### src/sv/assert_macros.svh
// Assertion macros shared by the blend RTL.
// Depends on nothing; included by files that carry concurrent assertions.
`ifndef ASSERT_MACROS_SVH
`define ASSERT_MACROS_SVH

// Same-cycle implication, sampled on the rising clock, off during reset.
`define AOB_ASSERT_IMPLIES(label, clk, rstn, ante, cons, msg) \
    label: assert property (@(posedge clk) disable iff (!(rstn)) (ante) |-> (cons)) \
        else $error(msg);

// Next-cycle implication, sampled on the rising clock, off during reset.
`define AOB_ASSERT_NEXT(label, clk, rstn, ante, cons, msg) \
    label: assert property (@(posedge clk) disable iff (!(rstn)) (ante) |=> (cons)) \
        else $error(msg);

`endif

### src/sv/aob_pkg.sv
// Shared constants and helpers for the ARGB source-over blend.
// Depends on nothing; used by aob_qdiv and argb_over_blend.
package aob_pkg;

    localparam int NUM_W      = 17;
    localparam int DIV_STAGES = 4;
    localparam logic [7:0]  CH_MAX      = 8'hff;
    // 0x8081 / 2^23 overestimates 1/255 by under one part in 66000
    localparam logic [15:0] RECIP_255   = 16'h8081;
    localparam int          RECIP_SHIFT = 23;

    // Exact floor(x / 255) for x up to 255 * 255
    function automatic logic [7:0] div255_16(input logic [15:0] x);
        logic [15:0] sum;
        sum = x + {8'b0, x[15:8]} + 16'd1;
        return sum[15:8];
    endfunction

endpackage

### src/sv/argb_over_blend.sv
// Source-over compositing of one non-premultiplied ARGB8888 pixel per clock while the output is not stalled.
// Depends on aob_pkg, aob_qdiv and assert_macros.svh.
//
// Usage:
//   Input channel s_valid/s_ready carries a request of source pixel,
//   destination pixel and global alpha. Output channel m_valid/m_ready
//   carries the blended pixel. Both use a plain valid/ready handshake.
//   Source alpha is scaled by global alpha; a zero result passes the
//   destination pixel through unchanged. Otherwise alpha and each color
//   channel are blended and each channel saturates at 255.
// Stages and throughput:
//   Nine register stages: a product stage, three multiply and divide-by-255
//   stages, a sum stage and four stages of the two-bit-per-step color
//   divider. Each result is driven to the m_ side straight from the last
//   divider stage. One request is accepted per clock when the receiver
//   keeps m_ready high.
// Reset and stall:
//   Synchronous active-low aresetn empties every stage. When the receiver
//   holds m_ready low with a result waiting, the whole pipeline freezes and
//   s_ready drops; nothing is lost or repeated. While no result waits, the
//   pipeline advances whatever the level of m_ready.
`include "assert_macros.svh"

module argb_over_blend (
    input  logic        aclk,
    input  logic        aresetn,
    input  logic        s_valid,
    output logic        s_ready,
    input  logic [31:0] s_src_pixel,
    input  logic [31:0] s_dst_pixel,
    input  logic [7:0]  s_global_alpha,
    output logic        m_valid,
    input  logic        m_ready,
    output logic [31:0] m_out_pixel
);
    import aob_pkg::*;

    localparam int NCH = 3;

    logic pipe_en;

    // Stage valid bits
    logic v1_reg, v2_reg, v3_reg, v4_reg, v5_reg;
    logic sv_reg [DIV_STAGES];

    // Stage 1: alpha product
    logic [15:0] prod1_reg;
    logic [23:0] src1_reg;
    logic [31:0] dst1_reg;

    // Stage 2: effective alpha and destination weight
    logic [7:0]  alpha2_reg;
    logic [15:0] dainv2_reg;
    logic [15:0] sp2_reg [NCH];
    logic [31:0] dst2_reg;
    logic [7:0]  alpha2;
    logic [7:0]  inv2;

    // Stage 3: output alpha and destination channel products
    logic        byp3_reg;
    logic [7:0]  oa3_reg;
    logic [23:0] dp3_reg [NCH];
    logic [15:0] sp3_reg [NCH];
    logic [31:0] dst3_reg;
    logic [8:0]  oa_sum;

    // Stage 4: reciprocal estimates of dp / 255
    logic        byp4_reg;
    logic [7:0]  oa4_reg;
    logic [15:0] est4_reg [NCH];
    logic [23:0] dp4_reg [NCH];
    logic [15:0] sp4_reg [NCH];
    logic [31:0] dst4_reg;

    // Stage 5: numerators and divisor
    logic [NUM_W-1:0] num5_reg [NCH];
    logic [7:0]       dv5_reg;
    logic             byp5_reg;
    logic [7:0]       oa5_reg;
    logic [31:0]      dst5_reg;

    // Side pipe alongside the divider
    logic        sbyp_reg [DIV_STAGES];
    logic [7:0]  soa_reg  [DIV_STAGES];
    logic [31:0] sdst_reg [DIV_STAGES];

    logic [15:0] dterm4 [NCH];
    logic [23:0] dback4 [NCH];
    logic [7:0]  q_out  [NCH];

    // Freeze everything while a finished result waits
    assign m_valid = sv_reg[DIV_STAGES-1];
    assign pipe_en = !m_valid || m_ready;
    assign s_ready = pipe_en;

    // Valid bits
    always_ff @(posedge aclk) begin
        if (!aresetn) begin
            v1_reg <= 1'b0;
            v2_reg <= 1'b0;
            v3_reg <= 1'b0;
            v4_reg <= 1'b0;
            v5_reg <= 1'b0;
            for (int i = 0; i < DIV_STAGES; i++) begin
                sv_reg[i] <= 1'b0;
            end
        end else if (pipe_en) begin
            v1_reg    <= s_valid;
            v2_reg    <= v1_reg;
            v3_reg    <= v2_reg;
            v4_reg    <= v3_reg;
            v5_reg    <= v4_reg;
            sv_reg[0] <= v5_reg;
            for (int i = 1; i < DIV_STAGES; i++) begin
                sv_reg[i] <= sv_reg[i-1];
            end
        end
    end

    // Stage 1: scale source alpha by global alpha
    always_ff @(posedge aclk) begin
        if (pipe_en) begin
            prod1_reg <= 16'(s_src_pixel[31:24]) * 16'(s_global_alpha);
            src1_reg  <= s_src_pixel[23:0];
            dst1_reg  <= s_dst_pixel;
        end
    end

    // Stage 2: divide by 255, weight source channels, weight dest alpha
    assign alpha2 = div255_16(prod1_reg);
    assign inv2   = CH_MAX - alpha2;

    always_ff @(posedge aclk) begin
        if (pipe_en) begin
            alpha2_reg <= alpha2;
            dainv2_reg <= 16'(dst1_reg[31:24]) * 16'(inv2);
            for (int c = 0; c < NCH; c++) begin
                sp2_reg[c] <= 16'(src1_reg[c*8 +: 8]) * 16'(alpha2);
            end
            dst2_reg <= dst1_reg;
        end
    end

    // Stage 3: output alpha, destination channel products
    assign oa_sum = {1'b0, alpha2_reg} + {1'b0, div255_16(dainv2_reg)};

    always_ff @(posedge aclk) begin
        if (pipe_en) begin
            byp3_reg <= (alpha2_reg == 8'd0);
            oa3_reg  <= oa_sum[8] ? CH_MAX : oa_sum[7:0];
            for (int c = 0; c < NCH; c++) begin
                dp3_reg[c] <= 24'(dst2_reg[c*8 +: 8]) * 24'(dainv2_reg);
                sp3_reg[c] <= sp2_reg[c];
            end
            dst3_reg <= dst2_reg;
        end
    end

    // Stage 4: estimate dp / 255 by reciprocal multiply, high by at most one
    always_ff @(posedge aclk) begin
        logic [39:0] rp;
        if (pipe_en) begin
            for (int c = 0; c < NCH; c++) begin
                rp = 40'(dp3_reg[c]) * 40'(RECIP_255);
                est4_reg[c] <= rp[RECIP_SHIFT +: 16];
                dp4_reg[c]  <= dp3_reg[c];
                sp4_reg[c]  <= sp3_reg[c];
            end
            byp4_reg <= byp3_reg;
            oa4_reg  <= oa3_reg;
            dst4_reg <= dst3_reg;
        end
    end

    // Stage 5: correct the estimate, form numerators, clamp divisor
    always_comb begin
        for (int c = 0; c < NCH; c++) begin
            dback4[c] = {est4_reg[c], 8'b0} - {8'b0, est4_reg[c]};
            dterm4[c] = (dback4[c] > dp4_reg[c]) ? est4_reg[c] - 16'd1 : est4_reg[c];
        end
    end

    always_ff @(posedge aclk) begin
        if (pipe_en) begin
            for (int c = 0; c < NCH; c++) begin
                num5_reg[c] <= NUM_W'(sp4_reg[c]) + NUM_W'(dterm4[c]);
            end
            dv5_reg  <= (oa4_reg == 8'd0) ? 8'd1 : oa4_reg;
            byp5_reg <= byp4_reg;
            oa5_reg  <= oa4_reg;
            dst5_reg <= dst4_reg;
        end
    end

    // Stages 6 to 9: per-channel divide by output alpha
    for (genvar c = 0; c < NCH; c++) begin : g_div
        aob_qdiv u_qdiv (
            .aclk  (aclk),
            .en    (pipe_en),
            .num_i (num5_reg[c]),
            .div_i (dv5_reg),
            .q_o   (q_out[c])
        );
    end

    // Carry bypass flag, alpha and destination beside the divider
    always_ff @(posedge aclk) begin
        if (pipe_en) begin
            sbyp_reg[0] <= byp5_reg;
            soa_reg[0]  <= oa5_reg;
            sdst_reg[0] <= dst5_reg;
            for (int i = 1; i < DIV_STAGES; i++) begin
                sbyp_reg[i] <= sbyp_reg[i-1];
                soa_reg[i]  <= soa_reg[i-1];
                sdst_reg[i] <= sdst_reg[i-1];
            end
        end
    end

    // Pick destination pass-through or the blended pixel
    assign m_out_pixel = sbyp_reg[DIV_STAGES-1] ? sdst_reg[DIV_STAGES-1]
                       : {soa_reg[DIV_STAGES-1], q_out[2], q_out[1], q_out[0]};

    // Checks
    `AOB_ASSERT_IMPLIES(a_est_fix, aclk, aresetn,
        v4_reg, ({dterm4[0], 8'b0} - {8'b0, dterm4[0]}) <= dp4_reg[0]
            && (dp4_reg[0] - ({dterm4[0], 8'b0} - {8'b0, dterm4[0]})) < 24'd255,
        "reciprocal correction off by more than one")
    `AOB_ASSERT_NEXT(a_oa_nonzero, aclk, aresetn,
        v3_reg && pipe_en && !byp3_reg, oa4_reg != 8'd0,
        "blended request with zero output alpha")
    `AOB_ASSERT_IMPLIES(a_out_alpha, aclk, aresetn,
        m_valid && !sbyp_reg[DIV_STAGES-1], m_out_pixel[31:24] != 8'd0,
        "blended result leaves with zero alpha")

endmodule

### src/sv/aob_qdiv.sv
// Pipelined restoring divider: 17-bit numerator by 8-bit divisor, quotient
// saturated at 255, two quotient bits per stage. Depends on aob_pkg.
module aob_qdiv (
    input  logic                      aclk,
    input  logic                      en,
    input  logic [aob_pkg::NUM_W-1:0] num_i,
    input  logic [7:0]                div_i,
    output logic [7:0]                q_o
);
    import aob_pkg::*;

    logic [NUM_W-1:0] rem_reg [DIV_STAGES];
    logic [7:0]       dvs_reg [DIV_STAGES];
    logic [7:0]       q_reg   [DIV_STAGES];
    logic             sat_reg [DIV_STAGES];

    for (genvar s = 0; s < DIV_STAGES; s++) begin : g_stage
        localparam int B = 7 - 2 * s;
        logic [NUM_W-1:0] rem_in;
        logic [NUM_W-1:0] rem_next;
        logic [NUM_W-1:0] dext;
        logic [7:0]       dvs_in;
        logic [7:0]       q_in;
        logic [7:0]       q_next;
        logic             sat_in;

        // Pick up the previous stage, or the raw request at the first
        if (s == 0) begin : g_first
            assign rem_in = num_i;
            assign dvs_in = div_i;
            assign q_in   = '0;
            assign sat_in = (num_i >= {1'b0, div_i, 8'b0});
        end else begin : g_rest
            assign rem_in = rem_reg[s-1];
            assign dvs_in = dvs_reg[s-1];
            assign q_in   = q_reg[s-1];
            assign sat_in = sat_reg[s-1];
        end

        assign dext = {{(NUM_W-8){1'b0}}, dvs_in};

        // Two restoring steps: trial subtract of the shifted divisor
        always_comb begin
            rem_next = rem_in;
            q_next   = q_in;
            if (rem_next >= (dext << B)) begin
                rem_next  = rem_next - (dext << B);
                q_next[B] = 1'b1;
            end
            if (rem_next >= (dext << (B - 1))) begin
                rem_next      = rem_next - (dext << (B - 1));
                q_next[B - 1] = 1'b1;
            end
        end

        // Advance only when the pipeline moves
        always_ff @(posedge aclk) begin
            if (en) begin
                rem_reg[s] <= rem_next;
                dvs_reg[s] <= dvs_in;
                q_reg[s]   <= q_next;
                sat_reg[s] <= sat_in;
            end
        end
    end

    // Clamp quotients that overflow eight bits
    assign q_o = sat_reg[DIV_STAGES-1] ? CH_MAX : q_reg[DIV_STAGES-1];

endmodule
### config.mk
export PLATFORM = sky130hd
export DESIGN_NAME = argb_over_blend
export DESIGN_NICKNAME = d
export VERILOG_FILES = /design/src/sv/aob_pkg.sv /design/src/sv/argb_over_blend.sv /design/src/sv/aob_qdiv.sv
export VERILOG_INCLUDE_DIRS = /design/src /design/src/sv
export SDC_FILE = /design/constraint.sdc
export NUM_CORES = 2
export LEC_CHECK = 0
export ABC_AREA = 1
export BUFFER_PORTS_ARGS = -buffer_cell sky130_fd_sc_hd__buf_2
export CAP_MARGIN = 10
export CORE_MARGIN = 1.5
export CORE_UTILIZATION = 42
export DETAILED_ROUTE_END_ITERATION = 10
export PLACE_DENSITY = 0.63
export REMOVE_ABC_BUFFERS = 1
export SYNTH_ARGS = -nofsm -noshare
export SYNTH_HDL_FRONTEND = slang
export SYNTH_SLANG_ARGS = --single-unit
### constraint.sdc
create_clock -name aclk -period 52.8 [get_ports aclk]
set_input_delay 5.28 -clock aclk [delete_from_list [all_inputs] [get_ports aclk]]
set_output_delay 5.28 -clock aclk [all_outputs]
set_load 0.02 [all_outputs]
==> impl_metrics.csv <==
group,metric,value,unit
sta,setup_viol,0,
layout,layout.cells.non_filler,12100,
drt,drt_iter0_drc,3773,
synthesis,synth_area_leaders,"edfxtp_1 38%, ha_1 15%, fa_1 11%",
global_routing,grt_pass1_wl,328,mm
layout,nets,10900,
clocking,holdBufCountCts,0,
synthesis,synth_area_leader_cell,"edfxtp_1",
sta,timing.fmax,86.4,MHz
floorplanning,core,202000,um^2
clocking,clock_path_buffers,3,
sta,tns,0,ps
synthesis,synth_ff_type,"edfxtp_1",
synthesis,synth_edf_count,1063,
floorplanning,dieHeight,453,um
drt,ant_nets,0,
synthesis,synthDominantCellAreaShare,37.5,%
critical_path,critPathKind,"in2out",
floorplanning,die_area,205000,um^2
synthesis,netlist_instances,9255,
critical_path,critPathMaxStageDelay,330,ps
global_routing,gr-usage-all-layers,20.0,%
clocking,clock-root-buffer,"clkbuf_16",
drt,via_per_inst,5.08,
placement,numPortBuffers,109,
layout,seqCellArea,32000,um^2
clocking,cts_resized,0,
job,maxCapViolCount,0,
global_routing,met3_usage,2.94,%
clocking,clk_pin_slew,60,ps
layout,largest_reg_flops,153,
placement,place_hpwl,162,mm
clocking,cts_tree,"built",
drt,drc_errors,0,
floorplanning,initial_core_util,42.2,%
critical_path,cpMaxStageDelayCell,"nor2_1",
sta,relSlewSlack,28.3,%
layout,syn2layout_area_growth,8.72,%
floorplanning,die_w,453,um
synthesis,ys_warn_count,0,
global_routing,grt_pass1_vias,62200,
global_routing,grt_busiest_layer,"met2",
clocking,cts.htree.levels,3,
placement,dp.cells,11900,
global_routing,grt_overflow_total,0,
sta,skew,28.9,ps
placement,post_dp_cell_area,88600,um^2
floorplanning,rows,165,
sta,min_period,11580,ps
synthesis,netlist_area,85100,um^2
floorplanning,pin_count,110,
synthesis,avgSynthCellArea,9.20,um^2
outcome,status,"finished, final reports clean",
critical_path,crit_fanout,120,
synthesis,async_flop_share,0,%
layout,nFillCells,19100,
sta,rsz0062_at_grt,"no",
clocking,cts_setup_buffers,0,
drt,wl_per_cell,16.9,um
layout,multiInputGateArea,46200,um^2
sta,maxSlewViolCount,0,
global_routing,antenna_found_initial,9,
sta,hold_violations,0,
min_path,hp-class,"reg2reg",
sta,tightest_slew,1070,ps
synthesis,synth_cell_types,70,
placement,gp_congestion,0.940,
clocking,clkLatencyLatePin,770,ps
critical_path,crit_chain,"buf_2 > nor2_1 > inv_8 > buf_2",
placement,place_ws,41150,ps
critical_path,cp.required,47520,ps
critical_path,crit_top_cell,"buf_2",
clocking,cts_buffers,118,
sta,fin_crit_sh,21.9,%
global_routing,grtUsageMet1,26.8,%
global_routing,met2_usage,33.1,%
critical_path,worstPathArrival,6300,ps
synthesis,synth-seq-area-share,37.6,%
layout,drive_gt1_share,5.04,%
drt,vias,61500,
drt,drt-total-wl,204,mm
sta,fin_ws,41220,ps
drt,firstDrtPassIters,6,
critical_path,crit_path_end_kind,"primary output",
global_routing,grt_max_degree,159,
clocking,cts_num_sinks,1068,
critical_path,cp-start-kind,"input pin",
layout,fin_area,92500,um^2
synthesis,synth-seq-cells,1068,
[cell type report]
| cell class | instances | share of cell area (%) |
|---|---|---|
| multi-input cells | 6376 | 49.9 |
| flip-flops and latches | 1068 | 34.6 |
| inverters | 1631 | 6.63 |
| well taps | 2672 | 3.61 |
| clock buffers | 136 | 3.29 |
| clock inverters | 84 | 1.02 |
| repair buffers | 150 | 0.936 |
| diodes | 2 | 0.00541 |
[through the flow]
step / utilization [%] / hold slack, ps
after detailed placement: 43.9 / 405
after global routing: 45.9 / 421
after CTS: 45.9 / 408
after floorplan: - / 400
final: 45.9 / 414
after global placement: 43.9 / 401
[routing by layer]
metal  wire length, um  part of all wire [%]
met2             94800                    46
met4              6310                   3.1
met1             93200                    46
met3             10000                   4.9
met5                12                0.0059
[layout by cell type, fill, tap and decap left out, types with 11 or more instances in the layout]
cell	count
a21boi_0	17
a21o_1	31
a21oi_1	481
a31oi_1	34
buf_2	109
buf_4	40
bufinv_16	15
clkbuf_1	17
clkbuf_16	119
clkinv_1	20
clkinv_2	17
clkinvlp_4	13
edfxtp_1	1063
fa_1	478
ha_1	1000
inv_1	1608
inv_2	15
inv_6	12
nand2_1	1935
nand2_2	23
nand3_1	346
nand3_2	11
nand3b_1	11
nand4_1	144
nor2_1	722
nor2_2	13
nor2_4	13
nor3_1	88
nor4_1	19
o211ai_1	14
o21a_1	21
o21ai_0	354
o21ai_1	16
o21bai_1	33
or2_2	20
xnor2_1	141
xor2_1	302
[worst max-delay path: cells and delay by family]
family	cells	cell delay (ps)
AND/OR/NAND/NOR	1	330
buffers and inverters	3	670
[cell families (layout without fill, tap and decap cells)]
group / after synthesis / count (layout) / synth area share [%]
xor+xnor: 443 / 443 / 4.56
mux: 8 / 8 / 0.106
other cells: 0 / 2 / 0
buf+inv: 1811 / 2001 / 8.12
fa+ha+maj: 1478 / 1478 / 25.9
compound gates: 1054 / 1054 / 6.80
flops: 1068 / 1068 / 37.6
simple gates: 3393 / 3393 / 16.9
[cell usage after synthesis (13+ instances only)]
cell type  count
a21boi_0      17
a21o_1        31
a21oi_1      481
a31oi_1       34
buf_2         18
clkbuf_1     145
edfxtp_1    1063
fa_1         478
ha_1        1000
inv_1       1609
inv_2         15
nand2_1     1935
nand2_2       23
nand3_1      346
nand4_1      144
nor2_1       722
nor2_2        13
nor2_4        13
nor3_1        88
nor4_1        19
o211ai_1      14
o21a_1        21
o21ai_0      354
o21ai_1       16
o21bai_1      33
or2_2         20
xnor2_1      141
xor2_1       302
[final timing paths]
| path | startpoint | to | slack (ps) | depth (start not counted) |
|---|---|---|---|---|
| worst min-delay path | dst3_reg[6] | dst4_reg[6] | 410 | 0 |
| worst max register to register | prod1_reg[13] | dainv2_reg[13] | 45650 | 27 |
| worst min register to register | dst3_reg[6] | dst4_reg[6] | 410 | 0 |
| worst max-delay path | m_ready | s_ready | 41220 | 4 |
Power is left out: the tool's default activity adds up to more than one toggle a clock period on the data nets, which glitch-free logic cannot reach.
